File: config.mk
export PLATFORM = sky130hd
export DESIGN_NAME = flv_avc_length_to_annexb_top_flat
export DESIGN_NICKNAME = d
export VERILOG_FILES = /design/src/rtl/core/favc_pkg.sv /design/src/rtl/core/favc_pkt_if.sv /design/src/rtl/core/favc_nal_if.sv /design/src/rtl/core/favc_front.sv /design/src/rtl/core/favc_queue.sv /design/src/rtl/core/favc_back.sv /design/src/rtl/core/flv_avc_length_to_annexb_top.sv /design/src/flat_wrapper.sv
export VERILOG_INCLUDE_DIRS = /design/src /design/src/rtl/core
export SDC_FILE = /design/constraint.sdc
export NUM_CORES = 1
export LEC_CHECK = 0
export BUFFER_PORTS_ARGS = -buffer_cell sky130_fd_sc_hd__buf_4
export CAP_MARGIN = 30
export CELL_PAD_IN_SITES_DETAIL_PLACEMENT = 2
export CELL_PAD_IN_SITES_GLOBAL_PLACEMENT = 2
export CORE_MARGIN = 2
export CORE_UTILIZATION = 37
export DETAILED_ROUTE_END_ITERATION = 10
export GPL_ROUTABILITY_DRIVEN = 0
export PLACE_DENSITY = 0.76
export SETUP_SLACK_MARGIN = 0.05
export SLEW_MARGIN = 15
export SYNTH_ARGS = -nofsm -noshare
export SYNTH_HDL_FRONTEND = slang
export SYNTH_SLANG_ARGS = --single-unit
File: constraint.sdc
create_clock -name clk -period 20.3 [get_ports clk]
set_input_delay 0 -clock clk [delete_from_list [all_inputs] [get_ports clk]]
set_output_delay 0 -clock clk [all_outputs]
set_load 0.005 [all_outputs]
File: src/rtl/core/assert_macros.svh
// ---------------------------------------------------------------------------
// assert_macros.svh
// Assertion shorthands shared by the favc RTL.
// ---------------------------------------------------------------------------
`ifndef ASSERT_MACROS_SVH
`define ASSERT_MACROS_SVH

// same-cycle implication
`define FAVC_ASSERT_IMP(name, clk, rst_n, ante, cons) \
    name: assert property (@(posedge clk) disable iff (!rst_n) (ante) |-> (cons)) \
        else $error("favc: same-cycle check failed");

// next-cycle implication
`define FAVC_ASSERT_NXT(name, clk, rst_n, ante, cons) \
    name: assert property (@(posedge clk) disable iff (!rst_n) (ante) |=> (cons)) \
        else $error("favc: next-cycle check failed");

`endif

File: src/rtl/core/favc_pkg.sv
// ---------------------------------------------------------------------------
// favc_pkg
// Types and constants of the length-prefixed to start-code converter.
// ---------------------------------------------------------------------------
package favc_pkg;

    localparam int unsigned QUEUE_DEPTH = 5;

    localparam logic [2:0] HEADER_BYTES = 3'd5;
    localparam logic [2:0] LENGTH_BYTES = 3'd4;
    localparam logic [2:0] OFFSET_START = 3'd2;
    localparam logic [31:0] SIGN_FIX = 32'hff80_0000;

    localparam logic [1:0] ST_DATA  = 2'd0;
    localparam logic [1:0] ST_SHORT = 2'd1;
    localparam logic [1:0] ST_TRUNC = 2'd2;

    typedef enum logic [1:0] {
        PH_HEADER  = 2'd0,
        PH_LENGTH  = 2'd1,
        PH_PAYLOAD = 2'd2,
        PH_DROP    = 2'd3
    } phase_t;

    typedef enum logic [1:0] {
        CMD_START  = 2'd0,
        CMD_DATA   = 2'd1,
        CMD_STATUS = 2'd2
    } cmd_kind_t;

    // one queued command: start code, payload byte (maybe with trailing status), or status
    typedef struct packed {
        cmd_kind_t   kind;
        logic [7:0]  data;
        logic        ulast;
        logic [1:0]  stat;
        logic [31:0] decode;
        logic [31:0] present;
    } cmd_t;

endpackage

File: src/rtl/core/favc_pkt_if.sv
// ---------------------------------------------------------------------------
// favc_pkt_if
// Packet byte channel: one packet byte with its framing and timestamp.
// ---------------------------------------------------------------------------
interface favc_pkt_if;
    logic        valid;
    logic        ready;
    logic [7:0]  data_byte;
    logic        packet_first;
    logic        packet_last;
    logic        config_packet;
    logic [31:0] packet_time;

    modport source (
        output valid, data_byte, packet_first, packet_last, config_packet, packet_time,
        input  ready
    );
    modport sink (
        input  valid, data_byte, packet_first, packet_last, config_packet, packet_time,
        output ready
    );
endinterface

File: src/rtl/core/favc_nal_if.sv
// ---------------------------------------------------------------------------
// favc_nal_if
// Annex B byte channel: one output word with unit framing, times and status.
// ---------------------------------------------------------------------------
interface favc_nal_if;
    logic        valid;
    logic        ready;
    logic [7:0]  out_byte;
    logic        unit_first;
    logic        unit_last;
    logic [31:0] decode_time;
    logic [31:0] present_time;
    logic [1:0]  status;
    logic        run_last;

    modport source (
        output valid, out_byte, unit_first, unit_last, decode_time, present_time,
               status, run_last,
        input  ready
    );
    modport sink (
        input  valid, out_byte, unit_first, unit_last, decode_time, present_time,
               status, run_last,
        output ready
    );
endinterface

File: src/rtl/core/favc_front.sv
// ---------------------------------------------------------------------------
// favc_front
// Packet parser: header, composition offset, unit lengths; issues at most one command
// per accepted word.
// ---------------------------------------------------------------------------
`include "assert_macros.svh"

module favc_front (
    input  logic                 clk,
    input  logic                 rst_n,
    favc_pkt_if.sink             pkt,
    output logic                 push_valid,
    input  logic                 push_ready,
    output favc_pkg::cmd_t       push_cmd
);

    favc_pkg::phase_t phase_reg, phase_next;
    logic [2:0]  idx_reg, idx_next;
    logic [23:0] off_reg, off_next;
    logic [31:0] len_reg, len_next;
    logic [31:0] left_reg, left_next;
    logic [31:0] dec_reg, dec_next;
    logic [31:0] pres_reg, pres_next;
    logic        has_cmd;
    logic [1:0]  st;
    logic        accept;

    assign pkt.ready  = push_ready;
    assign accept     = pkt.valid && push_ready;
    assign push_valid = accept && has_cmd;

    always_comb
    begin
        phase_next = phase_reg;
        idx_next   = idx_reg;
        off_next   = off_reg;
        len_next   = len_reg;
        left_next  = left_reg;
        dec_next   = dec_reg;
        pres_next  = pres_reg;
        st         = favc_pkg::ST_DATA;
        has_cmd    = 1'b0;
        push_cmd   = '{kind: favc_pkg::CMD_START, data: 8'd0, ulast: 1'b0,
                       stat: favc_pkg::ST_DATA, decode: 32'd0, present: 32'd0};

        if (pkt.packet_first || (phase_reg == favc_pkg::PH_HEADER && idx_reg == 3'd0))
        begin
            phase_next = pkt.config_packet ? favc_pkg::PH_DROP : favc_pkg::PH_HEADER;
            idx_next   = 3'd0;
            off_next   = 24'd0;
            len_next   = 32'd0;
            left_next  = 32'd0;
            dec_next   = pkt.packet_time;
            pres_next  = pkt.packet_time;
        end

        unique case (phase_next)
            favc_pkg::PH_DROP:
            begin
                if (idx_next < favc_pkg::HEADER_BYTES)
                begin
                    idx_next = idx_next + 3'd1;
                end
                if (pkt.packet_last && idx_next < favc_pkg::HEADER_BYTES)
                begin
                    st = favc_pkg::ST_SHORT;
                end
            end
            favc_pkg::PH_HEADER:
            begin
                if (idx_next >= favc_pkg::OFFSET_START)
                begin
                    off_next = {off_next[15:0], pkt.data_byte};
                end
                idx_next = idx_next + 3'd1;
                if (idx_next >= favc_pkg::HEADER_BYTES)
                begin
                    // sign-extend the 24-bit offset
                    pres_next  = dec_next
                               + (({8'd0, off_next} + favc_pkg::SIGN_FIX) ^ favc_pkg::SIGN_FIX);
                    phase_next = favc_pkg::PH_LENGTH;
                    idx_next   = 3'd0;
                    len_next   = 32'd0;
                end
                else if (pkt.packet_last)
                begin
                    st = favc_pkg::ST_SHORT;
                end
            end
            favc_pkg::PH_LENGTH:
            begin
                len_next = {len_next[23:0], pkt.data_byte};
                idx_next = idx_next + 3'd1;
                if (idx_next >= favc_pkg::LENGTH_BYTES)
                begin
                    left_next      = len_next;
                    idx_next       = 3'd0;
                    has_cmd        = 1'b1;
                    push_cmd.kind  = favc_pkg::CMD_START;
                    push_cmd.ulast = (len_next == 32'd0);
                    phase_next     = (len_next == 32'd0) ? favc_pkg::PH_LENGTH
                                                         : favc_pkg::PH_PAYLOAD;
                end
                else if (pkt.packet_last)
                begin
                    st = favc_pkg::ST_TRUNC;
                end
            end
            favc_pkg::PH_PAYLOAD:
            begin
                left_next      = left_next - 32'd1;
                has_cmd        = 1'b1;
                push_cmd.kind  = favc_pkg::CMD_DATA;
                push_cmd.data  = pkt.data_byte;
                push_cmd.ulast = (left_next == 32'd0);
                if (left_next == 32'd0)
                begin
                    phase_next = favc_pkg::PH_LENGTH;
                end
                else if (pkt.packet_last)
                begin
                    st = favc_pkg::ST_TRUNC;
                end
            end
            default:
            begin
                phase_next = favc_pkg::PH_HEADER;
            end
        endcase

        if (pkt.packet_last)
        begin
            if (st != favc_pkg::ST_DATA)
            begin
                push_cmd.stat = st;
                if (!has_cmd)
                begin
                    push_cmd.kind = favc_pkg::CMD_STATUS;
                    has_cmd       = 1'b1;
                end
            end
            phase_next = favc_pkg::PH_HEADER;
            idx_next   = 3'd0;
            off_next   = 24'd0;
            len_next   = 32'd0;
            left_next  = 32'd0;
        end

        push_cmd.decode  = dec_next;
        push_cmd.present = pres_next;
    end

    always_ff @(posedge clk or negedge rst_n)
    begin
        if (!rst_n)
        begin
            phase_reg <= favc_pkg::PH_HEADER;
            idx_reg   <= 3'd0;
            off_reg   <= 24'd0;
            len_reg   <= 32'd0;
            left_reg  <= 32'd0;
            dec_reg   <= 32'd0;
            pres_reg  <= 32'd0;
        end
        else if (accept)
        begin
            phase_reg <= phase_next;
            idx_reg   <= idx_next;
            off_reg   <= off_next;
            len_reg   <= len_next;
            left_reg  <= left_next;
            dec_reg   <= dec_next;
            pres_reg  <= pres_next;
        end
    end

    `FAVC_ASSERT_IMP(a_payload_has_bytes, clk, rst_n,
        phase_reg == favc_pkg::PH_PAYLOAD, left_reg != 32'd0)
    `FAVC_ASSERT_IMP(a_length_index, clk, rst_n,
        phase_reg == favc_pkg::PH_LENGTH, idx_reg < favc_pkg::LENGTH_BYTES)

endmodule

File: src/rtl/core/favc_queue.sv
// ---------------------------------------------------------------------------
// favc_queue
// Short command queue between parser and expander.
// ---------------------------------------------------------------------------
`include "assert_macros.svh"

module favc_queue #(
    parameter int unsigned DEPTH = favc_pkg::QUEUE_DEPTH
) (
    input  logic           clk,
    input  logic           rst_n,
    input  logic           push_valid,
    output logic           push_ready,
    input  favc_pkg::cmd_t push_cmd,
    output logic           pop_valid,
    input  logic           pop_ready,
    output favc_pkg::cmd_t pop_cmd
);

    localparam int unsigned PW = (DEPTH > 1) ? $clog2(DEPTH) : 1;
    localparam int unsigned CW = $clog2(DEPTH + 1);

    favc_pkg::cmd_t mem_reg [DEPTH];
    logic [PW-1:0] wr_ptr_reg, wr_ptr_next;
    logic [PW-1:0] rd_ptr_reg, rd_ptr_next;
    logic [CW-1:0] count_reg, count_next;
    logic          do_push;
    logic          do_pop;

    assign push_ready = (count_reg != CW'(DEPTH));
    assign pop_valid  = (count_reg != '0);
    assign pop_cmd    = mem_reg[rd_ptr_reg];
    assign do_push    = push_valid && push_ready;
    assign do_pop     = pop_valid && pop_ready;

    always_comb
    begin
        wr_ptr_next = wr_ptr_reg;
        rd_ptr_next = rd_ptr_reg;
        count_next  = count_reg;
        if (do_push)
        begin
            wr_ptr_next = (wr_ptr_reg == PW'(DEPTH - 1)) ? '0 : wr_ptr_reg + PW'(1);
        end
        if (do_pop)
        begin
            rd_ptr_next = (rd_ptr_reg == PW'(DEPTH - 1)) ? '0 : rd_ptr_reg + PW'(1);
        end
        if (do_push && !do_pop)
        begin
            count_next = count_reg + CW'(1);
        end
        else if (do_pop && !do_push)
        begin
            count_next = count_reg - CW'(1);
        end
    end

    always_ff @(posedge clk or negedge rst_n)
    begin
        if (!rst_n)
        begin
            wr_ptr_reg <= '0;
            rd_ptr_reg <= '0;
            count_reg  <= '0;
        end
        else
        begin
            wr_ptr_reg <= wr_ptr_next;
            rd_ptr_reg <= rd_ptr_next;
            count_reg  <= count_next;
        end
    end

    always_ff @(posedge clk)
    begin
        if (do_push)
        begin
            mem_reg[wr_ptr_reg] <= push_cmd;
        end
    end

    `FAVC_ASSERT_IMP(a_count_bound, clk, rst_n, 1'b1, count_reg <= CW'(DEPTH))

endmodule

File: src/rtl/core/favc_back.sv
// ---------------------------------------------------------------------------
// favc_back
// Command expander: start code, payload bytes and status words onto the
// output channel.
// ---------------------------------------------------------------------------
`include "assert_macros.svh"

module favc_back (
    input  logic           clk,
    input  logic           rst_n,
    input  logic           pop_valid,
    output logic           pop_ready,
    input  favc_pkg::cmd_t pop_cmd,
    favc_nal_if.source     nal
);

    favc_pkg::cmd_t work_reg;
    logic           busy_reg;
    logic [1:0]     step_reg, step_next;
    logic           final_step;

    always_comb
    begin
        nal.out_byte   = 8'd0;
        nal.unit_first = 1'b0;
        nal.unit_last  = 1'b0;
        nal.status     = favc_pkg::ST_DATA;
        nal.run_last   = 1'b0;
        final_step     = 1'b1;
        unique case (work_reg.kind)
            favc_pkg::CMD_START:
            begin
                nal.out_byte   = {7'd0, (step_reg == 2'd3)};
                nal.unit_first = (step_reg == 2'd0);
                nal.unit_last  = (step_reg == 2'd3) && work_reg.ulast;
                final_step     = (step_reg == 2'd3);
            end
            favc_pkg::CMD_DATA:
            begin
                if (step_reg == 2'd0)
                begin
                    nal.out_byte  = work_reg.data;
                    nal.unit_last = work_reg.ulast;
                    final_step    = (work_reg.stat == favc_pkg::ST_DATA);
                end
                else
                begin
                    nal.status = work_reg.stat;
                end
            end
            favc_pkg::CMD_STATUS:
            begin
                nal.status = work_reg.stat;
            end
            default:
            begin
                final_step = 1'b1;
            end
        endcase
        nal.run_last     = final_step;
        nal.decode_time  = work_reg.decode;
        nal.present_time = work_reg.present;
    end

    assign nal.valid = busy_reg;
    assign pop_ready = !busy_reg || (nal.ready && final_step);
    assign step_next = step_reg + 2'd1;

    always_ff @(posedge clk or negedge rst_n)
    begin
        if (!rst_n)
        begin
            busy_reg <= 1'b0;
            step_reg <= 2'd0;
        end
        else if (pop_ready)
        begin
            busy_reg <= pop_valid;
            step_reg <= 2'd0;
        end
        else if (nal.ready)
        begin
            step_reg <= step_next;
        end
    end

    always_ff @(posedge clk)
    begin
        if (pop_ready && pop_valid)
        begin
            work_reg <= pop_cmd;
        end
    end

    `FAVC_ASSERT_IMP(a_status_single, clk, rst_n,
        busy_reg && work_reg.kind == favc_pkg::CMD_STATUS, step_reg == 2'd0)
    `FAVC_ASSERT_IMP(a_data_steps, clk, rst_n,
        busy_reg && work_reg.kind == favc_pkg::CMD_DATA, step_reg <= 2'd1)

endmodule

File: src/rtl/core/flv_avc_length_to_annexb_top.sv
// ---------------------------------------------------------------------------
// flv_avc_length_to_annexb_top
// Length-prefixed AVC video packets in, Annex B start-code units out.
//
// Usage:
//   pkt : one packet byte per word, packet_first/packet_last framing,
//         config_packet and packet_time taken on the first byte.
//   nal : one output word per start-code byte, payload byte or status word,
//         tagged with decode and presentation times; run_last closes the
//         words caused by one input byte.
//   One input byte is taken per cycle while the command queue has room.
//   The fourth length byte of a unit gives four words, a payload byte one
//   (two with a trailing status), a malformed packet end one status word.
//   First output word passes the queue memory and the expander's work
//   register; output runs at one word per cycle while the receiver is
//   ready, so sustained payload input rate is one byte per cycle.
//   QUEUE_DEPTH commands absorb start-code bursts and receiver stalls; when
//   the queue fills, pkt.ready drops until the receiver drains it.
//   Reset empties the queue and returns the parser to the header phase with
//   no packet open.
// ---------------------------------------------------------------------------
module flv_avc_length_to_annexb_top #(
    parameter int unsigned QUEUE_DEPTH = favc_pkg::QUEUE_DEPTH
) (
    input  logic         clk,
    input  logic         rst_n,
    favc_pkt_if.sink     pkt,
    favc_nal_if.source   nal
);

    logic           push_valid;
    logic           push_ready;
    favc_pkg::cmd_t push_cmd;
    logic           pop_valid;
    logic           pop_ready;
    favc_pkg::cmd_t pop_cmd;

    favc_front u_front (
        .clk        (clk),
        .rst_n      (rst_n),
        .pkt        (pkt),
        .push_valid (push_valid),
        .push_ready (push_ready),
        .push_cmd   (push_cmd)
    );

    favc_queue #(
        .DEPTH (QUEUE_DEPTH)
    ) u_queue (
        .clk        (clk),
        .rst_n      (rst_n),
        .push_valid (push_valid),
        .push_ready (push_ready),
        .push_cmd   (push_cmd),
        .pop_valid  (pop_valid),
        .pop_ready  (pop_ready),
        .pop_cmd    (pop_cmd)
    );

    favc_back u_back (
        .clk       (clk),
        .rst_n     (rst_n),
        .pop_valid (pop_valid),
        .pop_ready (pop_ready),
        .pop_cmd   (pop_cmd),
        .nal       (nal)
    );

endmodule

File: src/flat_wrapper.sv
// flat-port wrapper written by rule: the top's interface ports become plain ports
module flv_avc_length_to_annexb_top_flat 
#(
    parameter int unsigned QUEUE_DEPTH = favc_pkg::QUEUE_DEPTH
)
  (clk, rst_n, pkt_valid, pkt_data_byte, pkt_packet_first, pkt_packet_last, pkt_config_packet, pkt_packet_time, pkt_ready, nal_valid, nal_out_byte, nal_unit_first, nal_unit_last, nal_decode_time, nal_present_time, nal_status, nal_run_last, nal_ready);
  favc_pkt_if pkt_i ();
  favc_nal_if nal_i ();
  input  logic clk;
  input  logic rst_n;
  input wire logic [$bits(pkt_i.valid)-1:0] pkt_valid;
  input wire logic [$bits(pkt_i.data_byte)-1:0] pkt_data_byte;
  input wire logic [$bits(pkt_i.packet_first)-1:0] pkt_packet_first;
  input wire logic [$bits(pkt_i.packet_last)-1:0] pkt_packet_last;
  input wire logic [$bits(pkt_i.config_packet)-1:0] pkt_config_packet;
  input wire logic [$bits(pkt_i.packet_time)-1:0] pkt_packet_time;
  output wire logic [$bits(pkt_i.ready)-1:0] pkt_ready;
  output wire logic [$bits(nal_i.valid)-1:0] nal_valid;
  output wire logic [$bits(nal_i.out_byte)-1:0] nal_out_byte;
  output wire logic [$bits(nal_i.unit_first)-1:0] nal_unit_first;
  output wire logic [$bits(nal_i.unit_last)-1:0] nal_unit_last;
  output wire logic [$bits(nal_i.decode_time)-1:0] nal_decode_time;
  output wire logic [$bits(nal_i.present_time)-1:0] nal_present_time;
  output wire logic [$bits(nal_i.status)-1:0] nal_status;
  output wire logic [$bits(nal_i.run_last)-1:0] nal_run_last;
  input wire logic [$bits(nal_i.ready)-1:0] nal_ready;
  assign pkt_i.valid = pkt_valid;
  assign pkt_i.data_byte = pkt_data_byte;
  assign pkt_i.packet_first = pkt_packet_first;
  assign pkt_i.packet_last = pkt_packet_last;
  assign pkt_i.config_packet = pkt_config_packet;
  assign pkt_i.packet_time = pkt_packet_time;
  assign pkt_ready = pkt_i.ready;
  assign nal_valid = nal_i.valid;
  assign nal_out_byte = nal_i.out_byte;
  assign nal_unit_first = nal_i.unit_first;
  assign nal_unit_last = nal_i.unit_last;
  assign nal_decode_time = nal_i.decode_time;
  assign nal_present_time = nal_i.present_time;
  assign nal_status = nal_i.status;
  assign nal_run_last = nal_i.run_last;
  assign nal_i.ready = nal_ready;
  flv_avc_length_to_annexb_top #(.QUEUE_DEPTH(QUEUE_DEPTH)) u_core (.clk(clk), .rst_n(rst_n), .pkt(pkt_i), .nal(nal_i));
endmodule
==> results of run 1 <==
stage by stage:
step           worst slack (ns)   util
2_1_floorplan              8.04      -
3_3_place_gp              14.51  0.395
3_5_place_dp              14.24  0.396
4_1_cts                   14.21  0.432
5_1_grt                   13.78  0.433
6_report                  14.18  0.433
tightest hold or removal path, delay by kind of cell:
family	cells	cell delay, ns
AND/OR/NAND/NOR	1	0.16
AO/OA/AOI/OAI	1	0.24
buffers and inverters	1	0.10
logic make-up (layout without fill, tap and decap cells):
family,count (synthesis),in the layout,share of synthesized area
buffers and inverters,223,365,0.0385
XOR/XNOR,42,42,0.0129
AO/OA/AOI/OAI,470,470,0.104
flip-flops,623,623,0.627
adder cells (fa/ha/maj),53,53,0.0238
AND/OR/NAND/NOR,500,500,0.0828
multiplexers,204,204,0.111
where the power goes:
| part | switching (mW) | internal (mW) | total [mW] |
|---|---|---|---|
| sequential | 0.194 | 1.76 | 1.96 |
| clock | 0.554 | 0.787 | 1.34 |
| combinational | 1.12 | 0.723 | 1.85 |
Yosys cell counts (40+ instances only):
library cell,count,share of area
mux2_2,115,0.045
a21oi_1,147,0.026
a21o_1,40,0.011
clkbuf_1,98,0.013
nand2_1,228,0.030
mux4_2,77,0.061
o21ai_0,111,0.019
ha_1,51,0.022
dfrtp_1,161,0.14
buf_4,65,0.017
nor2_1,84,0.011
and2_1,47,0.010
edfxtp_1,462,0.49
area by class of cell:
cell class,instances,area (um^2),area share
clock buffers,93,1900,0.0576
flip-flops and latches,623,17900,0.543
well taps,1030,1290,0.0391
multi-input cells,1269,9580,0.290
clock inverters,39,520,0.0158
repair buffers,195,1640,0.0497
inverters,38,145,0.00440
metal layers:
metal / vias to the layer above / wire length (um) / GRT usage
li1: 8126 / - / -
met1: 10000 / 38300 / 0.294
met2: 436 / 45500 / 0.397
met3: 140 / 3250 / 0.0310
met4: 2 / 2690 / 0.0735
met5: - / 18 / 0
worst max-delay path by stage:
stage | end | cells past startpoint | slack (ns) | from
final | u_core.u_queue.mem_reg[4][52] | 16 | 14.18 | u_core.u_front.phase_reg[1]
after global routing | u_core.u_queue.mem_reg[4][52] | 16 | 13.78 | u_core.u_front.phase_reg[1]
after CTS | u_core.u_queue.mem_reg[4][60] | 16 | 14.21 | u_core.u_front.phase_reg[1]
after detailed placement | u_core.u_queue.mem_reg[4][10] | 16 | 14.24 | u_core.u_front.phase_reg[1]
after global placement | u_core.u_queue.count_reg[1] | 18 | 14.51 | u_core.u_front.phase_reg[1]
after floorplan | u_core.u_queue.mem_reg[4][0] | 19 | 8.04 | u_core.u_front.phase_reg[1]
==> flow_metrics.tcl, run 1 <==
set metrics [dict create \
    timing_worst_slew_pin_value_ns 0.993 \
    io_buffer_count 125 \
    drt-vias-per-instance 5.69 \
    critical_path.reg2reg.endpoint "u_core.u_queue.mem_reg[4][52]" \
    cp.buffers_inverters 2 \
    cts_buffers 71 \
    post_synth_inst_count 2115 \
    p_leak_nw 12.2 \
    max_cap_violations 0 \
    layout.nets 2298 \
    launch_instance_of_the_worst_min_delay_path "pkt_packet_time[5]" \
    wl_per_cell_um 27.3 \
    number_of_placement_rows 101 \
    globalRouteOverflowTotal 0 \
    setup_viol 0 \
    cts_tree "done" \
    antenna_violating_nets_post_route 0 \
    dp_hpwl_um 57200 \
    post_synth.cell_area_avg_um2 13.5 \
    remaining_drc_errors 0 \
    grt_first_pass_wirelength_um 136000 \
    final.setup_skew_ns 0.0417 \
    initial_core_utilization 0.374 \
    num_vias 18700 \
    critical_path.cell_chain "nor3_1, a21oi_4, nand2_1, ha_1, nand2_1, mux2i_1, a2bb2oi_1, or4_1, or3_1, or4b_1, or4_4, o21ai_2, a31o_2, nor4b_2, buf_4, buf_4" \
    fin_hold_viols 0 \
    crit_path_max_fanout 39 \
    initialDrtViolationCount 1520 \
    maximum_number_of_pins_on_one_net_before_global_route_repair 112 \
    synth_nets 2215 \
    htreeDepth 3 \
    yosysUniqueCellTypes 70 \
    finish.instance_area_um2 33000 \
    ios 126 \
    globalRouteTotalUtil 0.228 \
    final_clock_period_utilization_by_the_worst_path 0.301 \
    cp_top_family "simple AND/OR/NAND/NOR gates" \
    cp-start-kind "flop" \
    number_of_filler_instances_in_the_final_layout 7483 \
    status "finished clean" \
    power_density_nw_per_um2 156 \
    cts_hold_repair.buffers 29 \
    final-instance-count-excl-fill 3287 \
    number_of_global_route_vias_before_repair 20800 \
    vdd_ir_drop_max_mv 0.0854 \
    ys.warnings.count 0 \
    hold_path_class "in -> reg" \
    synth_area_um2 28500 \
    maxClockFrequency_mhz 163 \
    die-area_um2 79300 \
    largest_reg_flops 385 \
    clock_latency_ns 0.63 \
    worstPathArrival_ns 6.39 \
    placedInstanceArea_um2 30200 \
    slowest_delay_ns 0.74 \
    num_antenna_cells 0 \
    timing.setup.critical_path_class "reg -> reg" \
    cts_num_sinks 623 \
    die_w_um 282 \
    most-common-layout-cells "462 x edfxtp_1, 227 x nand2_1, 158 x dfrtp_1" \
    worst_path_max_delay_cell "ha_1" \
    die_h_um 282 \
    synthFlopType "edfxtp_1" \
    post-route-min-period_ns 6.12 \
    cts-root-buf "clkbuf_16" \
    launching_point_of_the_worst_reg2reg_path "u_core.u_front.phase_reg[1]" \
    placed_cells_incl_taps 3120 \
    grt_antenna_before_repair 1 \
    final_layout_size_suffix_gt1_frac 0.218 \
    timing_max_transition_violations_final 0 \
    wl_um 89700 \
    drt_pre_antenna_iters 7 \
    cts_repair_resize_count 0 \
    ffs_latches_synth 623 \
    grt_setup_unrepaired "no" \
    totalPowerFinal_mw 5.15 \
    postSynth.asyncResetShare 0.258 \
    rrSetupSlack_ns 14.18 \
    mostFrequentLayoutCell "edfxtp_1" \
    worst-r2r-cell-count 16 \
    cp_data_required_time_ns 20.57 \
    whs_endpoint "u_core.u_queue.mem_reg[0][37]" \
    hold_depth 3 \
    area_delta_synth_final_pct 15.6 \
    hold_ws_ns 0.0409 \
    post-cts-setup-buffer-count 0 \
    clk_pin_slew_worst_paths_ns 0.06 \
    synth-seq-area-share 0.627 \
    cp-end-kind "flop" \
    clk_path_buf_depth 3 \
    setup_total_negative_slack_ns 0 \
    floorplan.core_area_um2 76200 \
    worst_slew_margin_rel 0.338 \
    number_of_synthesized_flops_with_an_enable_pin 462 \
]
Note: power is estimated with default switching activity, not from simulation.
==> run 2: changes to the inputs <==
clock period = 6.2 ns   (was 20.3 ns; I/O delays follow)
==> flow_metrics.tcl, run 2 (synthesis gave the netlist of run 1 again) <==
set metrics [dict create \
    power.internal_mw 10.6 \
    drt_pre_antenna_iters 5 \
    drt-vias-per-instance 5.70 \
    cts_num_sinks 623 \
    htreeDepth 3 \
    num_vias 18700 \
    power.net_switching_mw 6.10 \
    hold_ws_ns 0.0241 \
    wl_um 88700 \
    post-cts-setup-buffer-count 0 \
    cts-root-buf "clkbuf_16" \
    ios 126 \
    clock_latency_ns 0.63 \
    mostFrequentLayoutCell "edfxtp_1" \
    area_delta_synth_final_pct 15.4 \
    clk_pin_slew_worst_paths_ns 0.07 \
    hold_path_class "in -> reg" \
    clockPowerShare 0.253 \
    cp_data_required_time_ns 6.76 \
    number_of_filler_instances_in_the_final_layout 7464 \
    die-area_um2 79300 \
    number_of_placement_rows 101 \
    wl_per_cell_um 27.1 \
    cts_tree "done" \
    timing_worst_slew_pin_value_ns 0.952 \
    ff_latch_area_um2 17900 \
    worst_slew_margin_rel 0.365 \
    multi_input_area_um2 9630 \
    final_clock_period_utilization_by_the_worst_path 0.915 \
    cp-start-kind "flop" \
    final_layout_size_suffix_gt1_frac 0.217 \
    number_of_global_route_vias_before_repair 20600 \
    clk_path_buf_depth 3 \
    largest_reg_flops 385 \
    setup_total_negative_slack_ns 0 \
    vdd_ir_drop_max_mv 0.236 \
    remaining_drc_errors 0 \
    worstPathArrival_ns 6.23 \
    die_h_um 282 \
    timing_max_transition_violations_final 0 \
    power.combinational.fraction 0.362 \
    setup_viol 0 \
    power_density_nw_per_um2 508 \
    timing.setup.critical_path_class "reg -> reg" \
    power.share.sequential 0.385 \
    floorplan.core_area_um2 76200 \
    cts_buffers 70 \
    layout.nets 2291 \
    post-route-util 0.432 \
    initial_core_utilization 0.374 \
    most-common-layout-cells "462 x edfxtp_1, 227 x nand2_1, 158 x dfrtp_1" \
    cp-end-kind "flop" \
    grt_first_pass_wirelength_um 134000 \
    num_antenna_cells 0 \
    cts_repair_resize_count 0 \
    maximum_number_of_pins_on_one_net_before_global_route_repair 113 \
    status "finished clean" \
    fin_hold_viols 0 \
    initialDrtViolationCount 1540 \
    antenna_violating_nets_post_route 0 \
    p_leak_nw 12.1 \
    swShare 0.365 \
    maxClockFrequency_mhz 176 \
    globalRouteTotalUtil 0.224 \
    die_w_um 282 \
    final.setup_skew_ns 0.0326 \
    cts_hold_repair.buffers 27 \
    max_cap_violations 0 \
    grt_setup_unrepaired "no" \
    dp_hpwl_um 56600 \
    io_buffer_count 125 \
    globalRouteOverflowTotal 0 \
    post-route-min-period_ns 5.67 \
    crit_path_max_fanout 43 \
    grt_antenna_before_repair 1 \
]
==> run 2: area by class of cell <==
class / instances / share of cell area
multi-input cells: 1269 / 0.292
clock inverters: 22 / 0.00752
well taps: 1030 / 0.0391
flip-flops and latches: 623 / 0.544
clock buffers: 107 / 0.0636
repair buffers: 189 / 0.0490
inverters: 38 / 0.00441
==> run 2: routing by layer <==
layer,part of all wire,global-route usage,vias up
li1,-,-,8093
met5,0,0,-
met2,0.51,0.389,505
met4,0.023,0.0660,0
met3,0.043,0.0266,114
met1,0.43,0.296,9962
==> run 2: power groups by stage <==
stage | Sequential (mW) | Clock [mW] | Combinational, mW
finish | 6.45 | 4.23 | 6.06
global route | 6.54 | 4.46 | 6.57
CTS | 6.45 | 4.32 | 6.06
detailed placement | 6.50 | 0 | 5.95
global placement | 6.42 | 0 | 5.60
floorplan | 6.11 | 0 | 4.29
==> run 2: stage by stage <==
stage          std cells  area, um^2  worst slack [ns]  power (mW)
2_1_floorplan       2115       28600            0.0607        10.4
3_3_place_gp        3115       30200             0.928        12.0
3_5_place_dp        3116       30200             0.832        12.5
4_1_cts             3272       32900             0.634        16.8
5_1_grt             3278       32900             0.210        17.6
6_report            3278       32900             0.530        16.7
==> run 2: final timing paths <==
check                           cells past startpoint                       start  slack, ns                             to
worst max-delay path                               16   u_core.u_front.idx_reg[2]       0.53    u_core.u_front.pres_reg[27]
worst min-delay path                                3         pkt_packet_time[10]       0.02  u_core.u_queue.mem_reg[3][42]
worst max register to register                     16   u_core.u_front.idx_reg[2]       0.53    u_core.u_front.pres_reg[27]
worst min register to register                      2  u_core.u_front.pres_reg[9]       0.49     u_core.u_front.pres_reg[9]
max in group asynchronous                           5                       rst_n       5.06     u_core.u_front.left_reg[6]
min in group asynchronous                           4                       rst_n       0.54    u_core.u_front.pres_reg[31]
==> run 2: worst max-delay path: stages, from the launching register on <==
cell and delay (ns):
dfrtp_1 0.41, nor3_2 0.44, a21o_2 0.48, buf_12 0.29, and2_1 0.21, a21o_1 0.24
ha_1 0.29, o21ai_0 0.20, o21ai_0 0.20, nand2_1 0.14, a311oi_1 0.46, o21ai_0 0.30
o21ai_0 0.47, a21boi_0 0.23, mux2i_1 0.16, a211oi_1 0.76, mux2_2 0.31
==> run 3: changes to the inputs <==
CORE_MARGIN = 1   (was 2)
==> flow_metrics.tcl, run 3 (synthesis gave the netlist of run 1 again) <==
set metrics [dict create \
    max_cap_violations 0 \
    number_of_global_route_vias_before_repair 20600 \
    drt-vias-per-instance 5.62 \
    grt_antenna_before_repair 1 \
    timing.setup.critical_path_class "reg -> reg" \
    cts_num_sinks 623 \
    clock_latency_ns 0.62 \
    antenna_violating_nets_post_route 0 \
    cp_data_required_time_ns 6.53 \
    fin_hold_viols 0 \
    cts_tree "done" \
    mostFrequentLayoutCell "edfxtp_1" \
    initial_core_utilization 0.375 \
    critical_path.cell_chain "nor3_2, a21o_2, and2_1, a21o_1, ha_1, nand2_1, or4b_2, o21ai_0, a211oi_1, o41ai_1, o21ai_0, or3_1, a21oi_1, a21oi_1" \
    power.internal_mw 10.8 \
    worst-r2r-cell-count 14 \
    worst_path_max_delay_cell "a21o_2" \
    final_clock_period_utilization_by_the_worst_path 0.916 \
    largest_reg_flops 385 \
    floorplan.core_area_um2 76100 \
    timing_worst_slew_pin_value_ns 1.08 \
    totalPowerFinal_mw 16.9 \
    number_of_placement_rows 101 \
    power_density_nw_per_um2 510 \
    setup_viol 0 \
    clk_pin_slew_worst_paths_ns 0.06 \
    swShare 0.362 \
    clk_path_buf_depth 3 \
    placedInstanceArea_um2 30200 \
    power.combinational.fraction 0.356 \
    hold_depth 3 \
    maxClockFrequency_mhz 176 \
    p_leak_nw 12.2 \
    final.setup_skew_ns 0.0221 \
    finish.instance_area_um2 33000 \
    most-common-layout-cells "462 x edfxtp_1, 227 x nand2_1, 158 x dfrtp_1" \
    die_h_um 280 \
    timing_max_transition_violations_final 0 \
    num_antenna_cells 0 \
    dp_hpwl_um 57500 \
    io_buffer_count 125 \
    hold_ws_ns 0.0488 \
    worst_slew_margin_rel 0.277 \
    globalRouteOverflowTotal 0 \
    worstPathArrival_ns 6.01 \
    globalRouteTotalUtil 0.229 \
    power.net_switching_mw 6.10 \
    grt_setup_unrepaired "no" \
    post-route-min-period_ns 5.68 \
    setup_total_negative_slack_ns 0 \
    crit_path_max_fanout 31 \
    cp-start-kind "flop" \
    post-cts-setup-buffer-count 0 \
    wl_per_cell_um 27.3 \
    hold_path_class "in -> reg" \
    die_w_um 280 \
    final_layout_size_suffix_gt1_frac 0.224 \
    num_vias 18400 \
    vdd_ir_drop_max_mv 0.260 \
    die-area_um2 78200 \
    clockPowerShare 0.262 \
    maximum_number_of_pins_on_one_net_before_global_route_repair 95 \
    remaining_drc_errors 0 \
    cts-root-buf "clkbuf_16" \
    initialDrtViolationCount 1399 \
    grt_first_pass_wirelength_um 134000 \
    area_delta_synth_final_pct 15.8 \
    cts_buffers 72 \
    placement_stage_worst_setup_slack_ns 0.635 \
    htreeDepth 3 \
    timing.final.ws_setup_ns 0.521 \
    ios 126 \
    slowest_delay_ns 0.74 \
    status "finished clean" \
    wl_um 89600 \
    cp-end-kind "flop" \
    layout.nets 2297 \
    power.share.sequential 0.383 \
    drt_pre_antenna_iters 5 \
]
==> run 3: cell count changes in the layout (fill, tap and decap cells not counted), moves of 2 or more <==
| cell | previous run | this run |
|---|---|---|
| clkbuf_1 | 21 | 11 |
| clkinv_2 | 5 | 15 |
| buf_4 | 148 | 157 |
| bufinv_16 | 3 | 7 |
| buf_12 | 6 | 3 |
| clkinv_4 | 0 | 3 |
| clkbuf_8 | 12 | 10 |
==> run 3: what timing repair did <==
item                                    CTS  global route
hold buffers                             28             0
gates resized for setup                   0             1
hold endpoints to repair                245             0
endpoints found under the setup margin    0             1
==> run 3: path summary, 6_finish.rpt <==
| path | slack (ns) | endpoint | startpoint |
|---|---|---|---|
| worst max-delay path | 0.52 | u_core.u_queue.mem_reg[1][26] | u_core.u_front.idx_reg[2] |
| worst min-delay path | 0.05 | u_core.u_queue.mem_reg[3][43] | pkt_packet_time[11] |
| worst max register to register | 0.52 | u_core.u_queue.mem_reg[1][26] | u_core.u_front.idx_reg[2] |
| worst min register to register | 0.50 | u_core.u_front.pres_reg[6] | u_core.u_front.pres_reg[6] |
| max in group asynchronous | 4.73 | u_core.u_front.left_reg[18] | rst_n |
| min in group asynchronous | 0.43 | u_core.u_queue.rd_ptr_reg[1] | rst_n |
==> run 3: worst max-delay path: cells and delay by family (launching register included) <==
family	cells	cell delay [ns]
AOI/OAI and AO/OA	8	2.94
DFF	1	0.40
adders and majority gates	1	0.33
and+or+nand+nor	5	1.71
==> run 3: per-layer routing <==
layer | wire [um] | up-vias | GRT usage
li1 | - | 8119 | -
met1 | 37900 | 9729 | 0.293
met2 | 45500 | 442 | 0.398
met3 | 3330 | 158 | 0.0284
met4 | 2930 | 0 | 0.0860
met5 | 0 | - | 0
==> run 3: layout make-up <==
cell class,count,area [um^2]
tap,1030,1290
fill,7496,43000
sequential,623,17900
timing repair buffer,193,1600
clock buffer,95,2030
clock inverter,37,425
inverter,38,145
multi-input combinational,1269,9640
==> run 3: power groups by stage <==
stage | clock network [mW] | logic [mW] | registers, mW
after floorplan | 0 | 4.29 | 6.11
after global placement | 0 | 5.56 | 6.45
after detailed placement | 0 | 5.93 | 6.52
after CTS | 4.50 | 6.01 | 6.46
after global routing | 4.65 | 6.44 | 6.55
final | 4.41 | 6.00 | 6.45
==> run 3: metrics by stage <==
| step | instances | utilization |
|---|---|---|
| after floorplan | 2115 | - |
| after global placement | 3119 | 0.397 |
| after detailed placement | 3120 | 0.397 |
| after CTS | 3280 | 0.433 |
| after global routing | 3285 | 0.434 |
| final | 3285 | 0.434 |
